`src/hw/rtl/dcc_pkg.sv`:
```
// ----------------------------------------------------------------------------
// dcc_pkg
// Types and constants shared by the channel id converter: field widths,
// register indexes, register reset values and the pipeline item layout.
// ----------------------------------------------------------------------------
package dcc_pkg;

  // field widths
  localparam int ABS_W  = 21;
  localparam int MOD_W  = 4;
  localparam int GRID_W = 8;
  localparam int CELL_W = 2 * GRID_W;   // cells of one grid in one module
  localparam int TOT_W  = 20;           // cells of one kind over all modules
  localparam int CFG_IDX_W = 3;
  localparam int CFG_DATA_W = 8;

  // register indexes
  localparam logic [CFG_IDX_W-1:0] REG_MODULE_COUNT    = 3'd0;
  localparam logic [CFG_IDX_W-1:0] REG_CRYSTAL_ROWS    = 3'd1;
  localparam logic [CFG_IDX_W-1:0] REG_CRYSTAL_COLUMNS = 3'd2;
  localparam logic [CFG_IDX_W-1:0] REG_PAD_ROWS        = 3'd3;
  localparam logic [CFG_IDX_W-1:0] REG_PAD_COLUMNS     = 3'd4;

  // opcodes
  localparam logic OP_ABS_TO_REL = 1'b0;
  localparam logic OP_REL_TO_ABS = 1'b1;

  // register reset values
  localparam int RST_MODULE_COUNT    = 5;
  localparam int RST_CRYSTAL_ROWS    = 64;
  localparam int RST_CRYSTAL_COLUMNS = 56;
  localparam int RST_PAD_ROWS        = 128;
  localparam int RST_PAD_COLUMNS     = 60;

  // derived geometry at reset
  localparam int RST_CRY_PER_MOD = RST_CRYSTAL_ROWS * RST_CRYSTAL_COLUMNS;
  localparam int RST_PAD_PER_MOD = RST_PAD_ROWS * RST_PAD_COLUMNS;
  localparam int RST_CRY_TOTAL   = RST_MODULE_COUNT * RST_CRY_PER_MOD;
  localparam int RST_PAD_TOTAL   = RST_MODULE_COUNT * RST_PAD_PER_MOD;
  localparam int RST_ALL_TOTAL   = RST_CRY_TOTAL + RST_PAD_TOTAL;

  // pipeline depth
  localparam int NUM_STAGES = 10;

  // geometry registers and their registered products
  typedef struct packed {
    logic [MOD_W-1:0]  module_count;
    logic [GRID_W-1:0] crystal_rows;
    logic [GRID_W-1:0] crystal_columns;
    logic [GRID_W-1:0] pad_rows;
    logic [GRID_W-1:0] pad_columns;
    logic [CELL_W-1:0] cry_per_mod;
    logic [CELL_W-1:0] pad_per_mod;
    logic [TOT_W-1:0]  cry_total;
    logic [TOT_W-1:0]  pad_total;
    logic [ABS_W-1:0]  all_total;
  } geom_t;

  // one item as it moves down the pipeline
  typedef struct packed {
    logic              opcode;
    logic [ABS_W-1:0]  abs_id;
    logic [MOD_W-1:0]  module_id;
    logic              veto;
    logic [GRID_W-1:0] row;
    logic [GRID_W-1:0] column;
    logic              oor;
    logic [TOT_W-1:0]  prod_mod;
    logic [CELL_W-1:0] prod_row;
    logic [ABS_W-1:0]  rem;
    logic [CELL_W-1:0] div_mod;
    logic [GRID_W-1:0] div_col;
    logic [MOD_W-1:0]  q_mod;
    logic [GRID_W-1:0] q_row;
    logic [ABS_W-1:0]  abs_id_out;
    logic [GRID_W-1:0] module_out;
    logic              veto_out;
    logic [GRID_W-1:0] row_out;
    logic [GRID_W-1:0] column_out;
  } pipe_t;

  // two restoring division steps
  typedef struct packed {
    logic [ABS_W-1:0] rem;
    logic [1:0]       q;
  } div_t;

endpackage

```
`src/hw/rtl/dcc_if.sv`:
```
// ----------------------------------------------------------------------------
// dcc_req_if / dcc_rsp_if
// Valid/ready channels of the channel id converter: request items in,
// result items out.
// ----------------------------------------------------------------------------
interface dcc_req_if;
  import dcc_pkg::*;

  logic              valid;
  logic              ready;
  logic              opcode;
  logic [ABS_W-1:0]  abs_id_in;
  logic [MOD_W-1:0]  module_in;
  logic              veto_in;
  logic [GRID_W-1:0] row_in;
  logic [GRID_W-1:0] column_in;

  modport source (
    output valid, opcode, abs_id_in, module_in, veto_in, row_in, column_in,
    input  ready
  );
  modport sink (
    input  valid, opcode, abs_id_in, module_in, veto_in, row_in, column_in,
    output ready
  );
endinterface

interface dcc_rsp_if;
  import dcc_pkg::*;

  logic              valid;
  logic              ready;
  logic [ABS_W-1:0]  abs_id_out;
  logic [GRID_W-1:0] module_out;
  logic              veto_out;
  logic [GRID_W-1:0] row_out;
  logic [GRID_W-1:0] column_out;
  logic              out_of_range;

  modport source (
    output valid, abs_id_out, module_out, veto_out, row_out, column_out,
           out_of_range,
    input  ready
  );
  modport sink (
    input  valid, abs_id_out, module_out, veto_out, row_out, column_out,
           out_of_range,
    output ready
  );
endinterface

```
`src/hw/rtl/detector_channel_id_converter.sv`:
```
// ----------------------------------------------------------------------------
// detector_channel_id_converter
// Converts calorimeter channel numbers between a flat 1-based id and a
// (module, crystal or veto pad, row, column) tuple, with a range flag.
// ----------------------------------------------------------------------------
// Usage:
//   req carries one item per handshake: opcode 0 splits abs_id_in into a
//   tuple, opcode 1 builds an id from module_in, veto_in, row_in, column_in.
//   rsp returns exactly one item per request, in order; out_of_range marks
//   ids or tuples outside the configured grid, with the result fields zero.
//   The geometry registers are written through cfg_we / cfg_index / cfg_data
//   while no item is in flight; registers beyond the list ignore writes.
// Timing:
//   one item per cycle is sustained while rsp.ready stays high.
//   The depth is set by the restoring divider: four quotient bits for the
//   module and eight for the row, two bits per stage.
// Reset:
//   rst empties the pipeline and loads the default geometry.
// Stall:
//   when rsp.ready is low the last stage holds and the stages behind it keep
//   filling their empty slots; req.ready drops only when all ten stages hold
//   an item.
// ----------------------------------------------------------------------------
module detector_channel_id_converter (
  input  logic                             clk,
  input  logic                             rst,
  dcc_req_if.sink                          req,
  dcc_rsp_if.source                        rsp,
  input  logic                             cfg_we,
  input  logic [dcc_pkg::CFG_IDX_W-1:0]    cfg_index,
  input  logic [dcc_pkg::CFG_DATA_W-1:0]   cfg_data
);
  import dcc_pkg::*;

  localparam int N = NUM_STAGES;

  geom_t          geom;
  pipe_t          p   [N];
  pipe_t          nxt [N];
  logic [N-1:0]   v;
  logic [N-1:0]   adv;

  // two restoring steps at quotient bits sh and sh-1
  function automatic div_t div2(input logic [ABS_W-1:0] rem,
                                input logic [CELL_W-1:0] d,
                                input int unsigned sh);
    logic [ABS_W-1:0] r;
    logic [ABS_W-1:0] dh;
    logic [ABS_W-1:0] dl;
    div_t             res;
    r  = rem;
    dh = {{(ABS_W-CELL_W){1'b0}}, d} << sh;
    dl = {{(ABS_W-CELL_W){1'b0}}, d} << (sh - 1);
    res.q = 2'b00;
    if (r >= dh) begin
      r = r - dh;
      res.q[1] = 1'b1;
    end
    if (r >= dl) begin
      r = r - dl;
      res.q[0] = 1'b1;
    end
    res.rem = r;
    return res;
  endfunction

  dcc_geom u_geom (
    .clk       (clk),
    .rst       (rst),
    .cfg_we    (cfg_we),
    .cfg_index (cfg_index),
    .cfg_data  (cfg_data),
    .geom      (geom)
  );

  // stage 0: capture the request
  always_comb begin
    nxt[0]           = '0;
    nxt[0].opcode    = req.opcode;
    nxt[0].abs_id    = req.abs_id_in;
    nxt[0].module_id = req.module_in;
    nxt[0].veto      = req.veto_in;
    nxt[0].row       = req.row_in;
    nxt[0].column    = req.column_in;
  end

  // stage 1: tuple range check and the two products of the id
  always_comb begin : st1
    logic [GRID_W-1:0] rows;
    logic [GRID_W-1:0] cols;
    logic [CELL_W-1:0] per_mod;
    logic [MOD_W-1:0]  mod_m1;
    logic [GRID_W-1:0] row_m1;
    rows    = p[0].veto ? geom.pad_rows : geom.crystal_rows;
    cols    = p[0].veto ? geom.pad_columns : geom.crystal_columns;
    per_mod = p[0].veto ? geom.pad_per_mod : geom.cry_per_mod;
    mod_m1  = p[0].module_id - MOD_W'(1);
    row_m1  = p[0].row - GRID_W'(1);
    nxt[1]  = p[0];
    if (p[0].opcode == OP_REL_TO_ABS) begin
      nxt[1].oor = (p[0].module_id == '0) || (p[0].module_id > geom.module_count)
                   || (p[0].row == '0) || (p[0].row > rows)
                   || (p[0].column == '0) || (p[0].column > cols);
    end
    nxt[1].prod_mod = {{(TOT_W-MOD_W){1'b0}}, mod_m1}
                      * {{(TOT_W-CELL_W){1'b0}}, per_mod};
    nxt[1].prod_row = {{GRID_W{1'b0}}, row_m1} * {{GRID_W{1'b0}}, cols};
  end

  // stage 2: sum of the id; kind split and divisors for the tuple
  always_comb begin : st2
    logic [ABS_W-1:0] base;
    logic [ABS_W-1:0] cry_tot;
    logic             is_pad;
    cry_tot = {1'b0, geom.cry_total};
    base    = p[1].veto ? cry_tot : '0;
    is_pad  = p[1].abs_id > cry_tot;
    nxt[2]  = p[1];
    nxt[2].abs_id_out = base + {1'b0, p[1].prod_mod}
                        + {{(ABS_W-CELL_W){1'b0}}, p[1].prod_row}
                        + {{(ABS_W-GRID_W){1'b0}}, p[1].column};
    if (p[1].opcode == OP_ABS_TO_REL) begin
      nxt[2].veto = is_pad;
    end
    nxt[2].rem     = is_pad ? p[1].abs_id - cry_tot - ABS_W'(1)
                            : p[1].abs_id - ABS_W'(1);
    nxt[2].div_mod = is_pad ? geom.pad_per_mod : geom.cry_per_mod;
    nxt[2].div_col = is_pad ? geom.pad_columns : geom.crystal_columns;
  end

  // stage 3: id range check, module quotient bits 3 and 2
  always_comb begin : st3
    div_t d;
    d      = div2(p[2].rem, p[2].div_mod, 3);
    nxt[3] = p[2];
    if (p[2].opcode == OP_ABS_TO_REL) begin
      nxt[3].oor = (p[2].abs_id == '0) || (p[2].abs_id > geom.all_total);
    end
    nxt[3].rem        = d.rem;
    nxt[3].q_mod[3:2] = d.q;
  end

  // stage 4: module quotient bits 1 and 0
  always_comb begin : st4
    div_t d;
    d      = div2(p[3].rem, p[3].div_mod, 1);
    nxt[4] = p[3];
    nxt[4].rem        = d.rem;
    nxt[4].q_mod[1:0] = d.q;
  end

  // stages 5 to 8: row quotient, two bits each
  for (genvar s = 5; s <= 8; s++) begin : g_row
    localparam int unsigned SH = 7 - 2 * (s - 5);
    always_comb begin : st_row
      div_t d;
      d      = div2(p[s-1].rem, {{GRID_W{1'b0}}, p[s-1].div_col}, SH);
      nxt[s] = p[s-1];
      nxt[s].rem         = d.rem;
      nxt[s].q_row[SH -: 2] = d.q;
    end
  end

  // stage 9: result fields, zero for the unused direction or out of range
  always_comb begin
    nxt[9]            = p[8];
    nxt[9].abs_id_out = '0;
    nxt[9].module_out = '0;
    nxt[9].veto_out   = 1'b0;
    nxt[9].row_out    = '0;
    nxt[9].column_out = '0;
    if (!p[8].oor) begin
      if (p[8].opcode == OP_REL_TO_ABS) begin
        nxt[9].abs_id_out = p[8].abs_id_out;
      end else begin
        nxt[9].module_out = {{(GRID_W-MOD_W){1'b0}}, p[8].q_mod} + GRID_W'(1);
        nxt[9].veto_out   = p[8].veto;
        nxt[9].row_out    = p[8].q_row + GRID_W'(1);
        nxt[9].column_out = p[8].rem[GRID_W-1:0] + GRID_W'(1);
      end
    end
  end

  // a stage takes a new item when it is empty or its item moves on
  always_comb begin
    adv[N-1] = !v[N-1] || rsp.ready;
    for (int s = N - 2; s >= 0; s--) begin
      adv[s] = !v[s] || adv[s+1];
    end
  end

  // valid bits
  always_ff @(posedge clk) begin
    if (rst) begin
      v <= '0;
    end else begin
      if (adv[0]) begin
        v[0] <= req.valid;
      end
      for (int s = 1; s < N; s++) begin
        if (adv[s]) begin
          v[s] <= v[s-1];
        end
      end
    end
  end

  // stage payload
  always_ff @(posedge clk) begin
    for (int s = 0; s < N; s++) begin
      if (adv[s]) begin
        p[s] <= nxt[s];
      end
    end
  end

  assign req.ready        = adv[0];
  assign rsp.valid        = v[N-1];
  assign rsp.abs_id_out   = p[N-1].abs_id_out;
  assign rsp.module_out   = p[N-1].module_out;
  assign rsp.veto_out     = p[N-1].veto_out;
  assign rsp.row_out      = p[N-1].row_out;
  assign rsp.column_out   = p[N-1].column_out;
  assign rsp.out_of_range = p[N-1].oor;

`ifndef SYNTHESIS
  // an accepted item lands in the first stage
  a_accept_lands: assert property (@(posedge clk) disable iff (rst)
    req.valid && req.ready |=> v[0])
    else $error("accepted item missing from first stage");

  // requests are refused only with every stage occupied
  a_ready_full: assert property (@(posedge clk) disable iff (rst)
    !req.ready |-> &v)
    else $error("request refused with an empty stage");

  // a stalled result stays in place
  a_stall_holds: assert property (@(posedge clk) disable iff (rst)
    v[N-1] && !rsp.ready |=> v[N-1] && $stable(p[N-1]))
    else $error("stalled result lost or changed");

  // an in-range split gives 1-based fields
  a_split_nonzero: assert property (@(posedge clk) disable iff (rst)
    v[N-1] && !p[N-1].oor && p[N-1].opcode == OP_ABS_TO_REL
      |-> rsp.module_out != '0 && rsp.row_out != '0 && rsp.column_out != '0)
    else $error("split result has a zero field");
`endif

endmodule

```
`src/hw/rtl/dcc_geom.sv`:
```
// ----------------------------------------------------------------------------
// dcc_geom
// Geometry registers with their products kept in registers: cells per
// module from the grid, totals per kind from those, grand total from both.
// ----------------------------------------------------------------------------
module dcc_geom (
  input  logic                             clk,
  input  logic                             rst,
  input  logic                             cfg_we,
  input  logic [dcc_pkg::CFG_IDX_W-1:0]    cfg_index,
  input  logic [dcc_pkg::CFG_DATA_W-1:0]   cfg_data,
  output dcc_pkg::geom_t                   geom
);
  import dcc_pkg::*;

  // register writes and products, one multiply level per cycle
  always_ff @(posedge clk) begin
    if (rst) begin
      geom.module_count    <= MOD_W'(RST_MODULE_COUNT);
      geom.crystal_rows    <= GRID_W'(RST_CRYSTAL_ROWS);
      geom.crystal_columns <= GRID_W'(RST_CRYSTAL_COLUMNS);
      geom.pad_rows        <= GRID_W'(RST_PAD_ROWS);
      geom.pad_columns     <= GRID_W'(RST_PAD_COLUMNS);
      geom.cry_per_mod     <= CELL_W'(RST_CRY_PER_MOD);
      geom.pad_per_mod     <= CELL_W'(RST_PAD_PER_MOD);
      geom.cry_total       <= TOT_W'(RST_CRY_TOTAL);
      geom.pad_total       <= TOT_W'(RST_PAD_TOTAL);
      geom.all_total       <= ABS_W'(RST_ALL_TOTAL);
    end else begin
      if (cfg_we) begin
        unique case (cfg_index)
          REG_MODULE_COUNT:    geom.module_count    <= cfg_data[MOD_W-1:0];
          REG_CRYSTAL_ROWS:    geom.crystal_rows    <= cfg_data;
          REG_CRYSTAL_COLUMNS: geom.crystal_columns <= cfg_data;
          REG_PAD_ROWS:        geom.pad_rows        <= cfg_data;
          REG_PAD_COLUMNS:     geom.pad_columns     <= cfg_data;
          default: ;
        endcase
      end
      // products
      geom.cry_per_mod <= {{GRID_W{1'b0}}, geom.crystal_rows}
                          * {{GRID_W{1'b0}}, geom.crystal_columns};
      geom.pad_per_mod <= {{GRID_W{1'b0}}, geom.pad_rows}
                          * {{GRID_W{1'b0}}, geom.pad_columns};
      geom.cry_total   <= {{(TOT_W-MOD_W){1'b0}}, geom.module_count}
                          * {{(TOT_W-CELL_W){1'b0}}, geom.cry_per_mod};
      geom.pad_total   <= {{(TOT_W-MOD_W){1'b0}}, geom.module_count}
                          * {{(TOT_W-CELL_W){1'b0}}, geom.pad_per_mod};
      geom.all_total   <= {1'b0, geom.cry_total} + {1'b0, geom.pad_total};
    end
  end

endmodule
```
`src/flat_wrapper.sv`:
```
// flat-port wrapper written by rule: the top's interface ports become plain ports
module detector_channel_id_converter_flat import dcc_pkg::*;
  (clk, rst, cfg_we, cfg_index, cfg_data, req_valid, req_opcode, req_abs_id_in, req_module_in, req_veto_in, req_row_in, req_column_in, req_ready, rsp_valid, rsp_abs_id_out, rsp_module_out, rsp_veto_out, rsp_row_out, rsp_column_out, rsp_out_of_range, rsp_ready);
  dcc_req_if req_i ();
  dcc_rsp_if rsp_i ();
  input  logic clk;
  input  logic rst;
  input  logic cfg_we;
  input  logic [dcc_pkg::CFG_IDX_W-1:0] cfg_index;
  input  logic [dcc_pkg::CFG_DATA_W-1:0] cfg_data;
  input wire logic [$bits(req_i.valid)-1:0] req_valid;
  input wire logic [$bits(req_i.opcode)-1:0] req_opcode;
  input wire logic [$bits(req_i.abs_id_in)-1:0] req_abs_id_in;
  input wire logic [$bits(req_i.module_in)-1:0] req_module_in;
  input wire logic [$bits(req_i.veto_in)-1:0] req_veto_in;
  input wire logic [$bits(req_i.row_in)-1:0] req_row_in;
  input wire logic [$bits(req_i.column_in)-1:0] req_column_in;
  output wire logic [$bits(req_i.ready)-1:0] req_ready;
  output wire logic [$bits(rsp_i.valid)-1:0] rsp_valid;
  output wire logic [$bits(rsp_i.abs_id_out)-1:0] rsp_abs_id_out;
  output wire logic [$bits(rsp_i.module_out)-1:0] rsp_module_out;
  output wire logic [$bits(rsp_i.veto_out)-1:0] rsp_veto_out;
  output wire logic [$bits(rsp_i.row_out)-1:0] rsp_row_out;
  output wire logic [$bits(rsp_i.column_out)-1:0] rsp_column_out;
  output wire logic [$bits(rsp_i.out_of_range)-1:0] rsp_out_of_range;
  input wire logic [$bits(rsp_i.ready)-1:0] rsp_ready;
  assign req_i.valid = req_valid;
  assign req_i.opcode = req_opcode;
  assign req_i.abs_id_in = req_abs_id_in;
  assign req_i.module_in = req_module_in;
  assign req_i.veto_in = req_veto_in;
  assign req_i.row_in = req_row_in;
  assign req_i.column_in = req_column_in;
  assign req_ready = req_i.ready;
  assign rsp_valid = rsp_i.valid;
  assign rsp_abs_id_out = rsp_i.abs_id_out;
  assign rsp_module_out = rsp_i.module_out;
  assign rsp_veto_out = rsp_i.veto_out;
  assign rsp_row_out = rsp_i.row_out;
  assign rsp_column_out = rsp_i.column_out;
  assign rsp_out_of_range = rsp_i.out_of_range;
  assign rsp_i.ready = rsp_ready;
  detector_channel_id_converter u_core (.clk(clk), .rst(rst), .req(req_i), .rsp(rsp_i), .cfg_we(cfg_we), .cfg_index(cfg_index), .cfg_data(cfg_data));
endmodule
```
`config.mk`:
```
export PLATFORM = sky130hd
export DESIGN_NAME = detector_channel_id_converter_flat
export DESIGN_NICKNAME = d
export VERILOG_FILES = /design/src/hw/rtl/dcc_pkg.sv /design/src/hw/rtl/dcc_if.sv /design/src/hw/rtl/detector_channel_id_converter.sv /design/src/hw/rtl/dcc_geom.sv /design/src/flat_wrapper.sv
export SDC_FILE = /design/constraint.sdc
export NUM_CORES = 2
export LEC_CHECK = 0
export ABC_AREA = 1
export BUFFER_PORTS_ARGS = -buffer_cell sky130_fd_sc_hd__buf_4
export CAP_MARGIN = 10
export CORE_MARGIN = 2
export CORE_UTILIZATION = 60
export DETAILED_ROUTE_END_ITERATION = 8
export PLACE_DENSITY = 0.83
export SYNTH_ARGS = -nofsm -noshare
export SYNTH_HDL_FRONTEND = slang
export SYNTH_SLANG_ARGS = --single-unit
```
`constraint.sdc`:
```
create_clock -name clk -period 21.3 [get_ports clk]
set_input_delay 0 -clock clk [delete_from_list [all_inputs] [get_ports clk]]
set_output_delay 0 -clock clk [all_outputs]
set_load 0.1 [all_outputs]
```
==> results.cfg <==
[placement]
place_congestion = 0.973
numPortBuffers = 104
dp_hpwl_um = 102000
dpl_cell_area_sq_um = 53600

[cts]
postCtsSetupBuffers = 0
clockBufferDepth = 3
cts_tree = built
ctsHoldBuffers = 64
htree_levels = 3
root_buffer = clkbuf_16
cts.clk_slew.worst_paths_ps = 60
post_cts_resized = 0
cts.sinks = 739
numCtsBuffers = 79
clock_latency_ps = 670

[yosys]
synthArstFlopShare_pct = 0
yosys-top-cells-area = edfxtp_1 (35%), ha_1 (10%), nand2_1 (10%), fa_1 (8.9%), inv_1 (7.2%)
synth.avg_cell_area_sq_um = 8.64
ys_types = 67
yosys.area.top_type_share_pct = 34.8
synthMuxAreaShare_pct = 0.0386
synth_compound_area_share_pct = 8.40
ys_seq_area_share_pct = 40.2
synth_warnings = 0
synth_edf_count = 600
synth_xor_area_share_pct = 3.38
syn_area_sq_um = 51800
yosys.area.top_type = edfxtp_1
synth_simple_gate_area_share_pct = 20.3
synth_ff_type = edfxtp_1
synth_seq_cells = 739
synthCells = 5992
synth_top_family_by_area = simple AND/OR/NAND/NOR gates
synthAdderAreaFrac_pct = 19.3

[sta]
tns_ps = 0
tightest_slew_ps = 1100
fin_crit_ps = 5830
fmax_mhz = 171
max_slew_margin_pct = 26.3
finClkSkew_ps = 41.6
timing.hold.ws_ps = 59.0
hold_viol = 0
slew_viol_final = 0
rsz0062_at_grt = no
setup_violations = 0
min_period_over_period_pct = 27.4

[grt]
grt_pass1_vias = 40400
grt_max_degree = 97
grt_use_total_pct = 30.0
antenna_found_initial = 3
grt_pass1_wl_um = 211000
overflow = 0

[min_path]
hold_path.class = in -> reg

[status]
run_status = complete, no violations

[floorplanning]
rows = 107
die_x_um = 298
start_util_pct = 60.6
die_h_um = 298
core-area_sq_um = 85400
design.portCount = 108
fp.dieArea_sq_um = 88700

[critical_path]
setup.worst_path.end_class = flop
cp-start-kind = flop
cpMostUsedCell = nand2_1
cp_data_arrival_time_ps = 6240
path_class = reg -> reg
slowest_delay_ps = 570
critPathMaxFanout = 24
crit_slowest_cell = nand2_1
crit_required_ps = 21710

[power]
power_mw = 7.60
leakage_nw = 27.4
power_density_nw_per_um2 = 133
peakVddDrop_mv = 0.0801

[finish]
nets = 6863
multi_input_area_sq_um = 26700
nFillCells = 6741
area_delta_synth_final_pct = 9.96
register_area_sq_um = 20800
drive_gt1_share_pct = 6.23
postLayoutCellArea_sq_um = 57000

[job]
cap_violations = 0

[routing]
drt_iter0_drc = 3469
drtAntennaViolNets = 0
routed_wl_um = 134000
route.vias.total = 41200
post-route-drc-count = 0
vias_per_cell = 5.60
wl_per_cell_um = 18.2
drtPass1Iterations = 6
==> layout by cell type (no fill, tap or decap), types with 18 or more instances in the layout <==
cell,count
or2_2,32
nand3_1,287
nand2_1,1408
xnor2_1,77
nor2_1,462
nand2_2,28
buf_4,123
xor2_1,123
dlygate4sd3_1,64
o21ai_0,313
nor3_1,56
nand4_1,79
clkbuf_16,80
inv_1,987
dfxtp_1,139
clkbuf_1,18
inv_2,18
fa_1,231
ha_1,431
a21oi_1,352
edfxtp_1,600
==> through the flow <==
stage               util (%)  cells  setup WS [ps]
floorplan                  -   5994          10950
global placement        62.8   7140          15690
detailed placement      62.8   7140          15530
CTS                     66.6   7350          15550
global route            66.7   7351          15000
finish                  66.7   7354          15470
==> metal layers <==
layer  GRT usage [%]  up-vias  routed length [um]
met5               0        -                  23
met2            53.0     1586               66200
met4            13.6        4                6900
met3            4.01      373                8420
li1                -    19900                   -
met1            36.4    19300               52300
==> logic make-up after synthesis <==
group / after synthesis
simple gates: 2451
buf+inv: 1134
compound gates: 803
flops: 739
fa+ha+maj: 662
xor+xnor: 200
mux: 2
other cells: 1
==> Yosys cell counts, drive strengths merged, types with 4 or more instances <==
library cell and number:
nand3b 15, nand4 79, nand2 1443, clkbuf 95
buf 26, o21bai 17, dfxtp 139, o31ai 14
or2 32, or4 4, clkinv 8, inv 1005
o211ai 12, fa 231, a31oi 15, ha 431
nor4 15, nor3b 5, a21oi 360, a41oi 4
o21a 14, nor2 484, o21ai 331, a21o 13
and2 5, nand3 308, edfxtp 600, nor3 58
xor2 123, xnor2 77, a21boi 8
==> layout make-up <==
type | instances | share of cell area [%]
clock buffers | 103 | 3.75
repair buffers | 188 | 2.79
clock inverters | 43 | 0.920
multi-input cells | 4121 | 46.8
diodes | 3 | 0.0132
flip-flops and latches | 739 | 36.5
well taps | 1144 | 2.51
inverters | 1013 | 6.69
==> sequential cells by signal, summed over array words and instances (netlist names) <==
| name | cells |
|---|---|
| u_core.v | 10 |
| u_core.u_geom.geom | 129 |
| u_core.p | 600 |
==> where the power goes <==
part / internal [mW] / switching (mW)
Combinational: 1.40 / 2.44
Clock: 0.798 / 0.607
Sequential: 2.12 / 0.233
Total: 4.32 / 3.28
==> worst paths after layout <==
| kind | start | end | slack (ps) | depth (start not counted) |
|---|---|---|---|---|
| setup / recovery | u_core.p[2][66] | u_core.p[3][100] | 15470 | 25 |
| hold / removal | req_row_in[1] | u_core.p[0][149] | 60 | 2 |
| setup reg to reg | u_core.p[2][66] | u_core.p[3][100] | 15470 | 25 |
| hold reg to reg | u_core.p[7][55] | u_core.p[8][55] | 400 | 0 |
==> critical path, delay by kind of cell (launching register included) <==
family,cells,cell delay (ps)
fa+ha+maj,3,770
compound gates,3,490
flops,1,430
buf+inv,2,530
simple gates,17,3400
(Power assumes the default switching activity.)
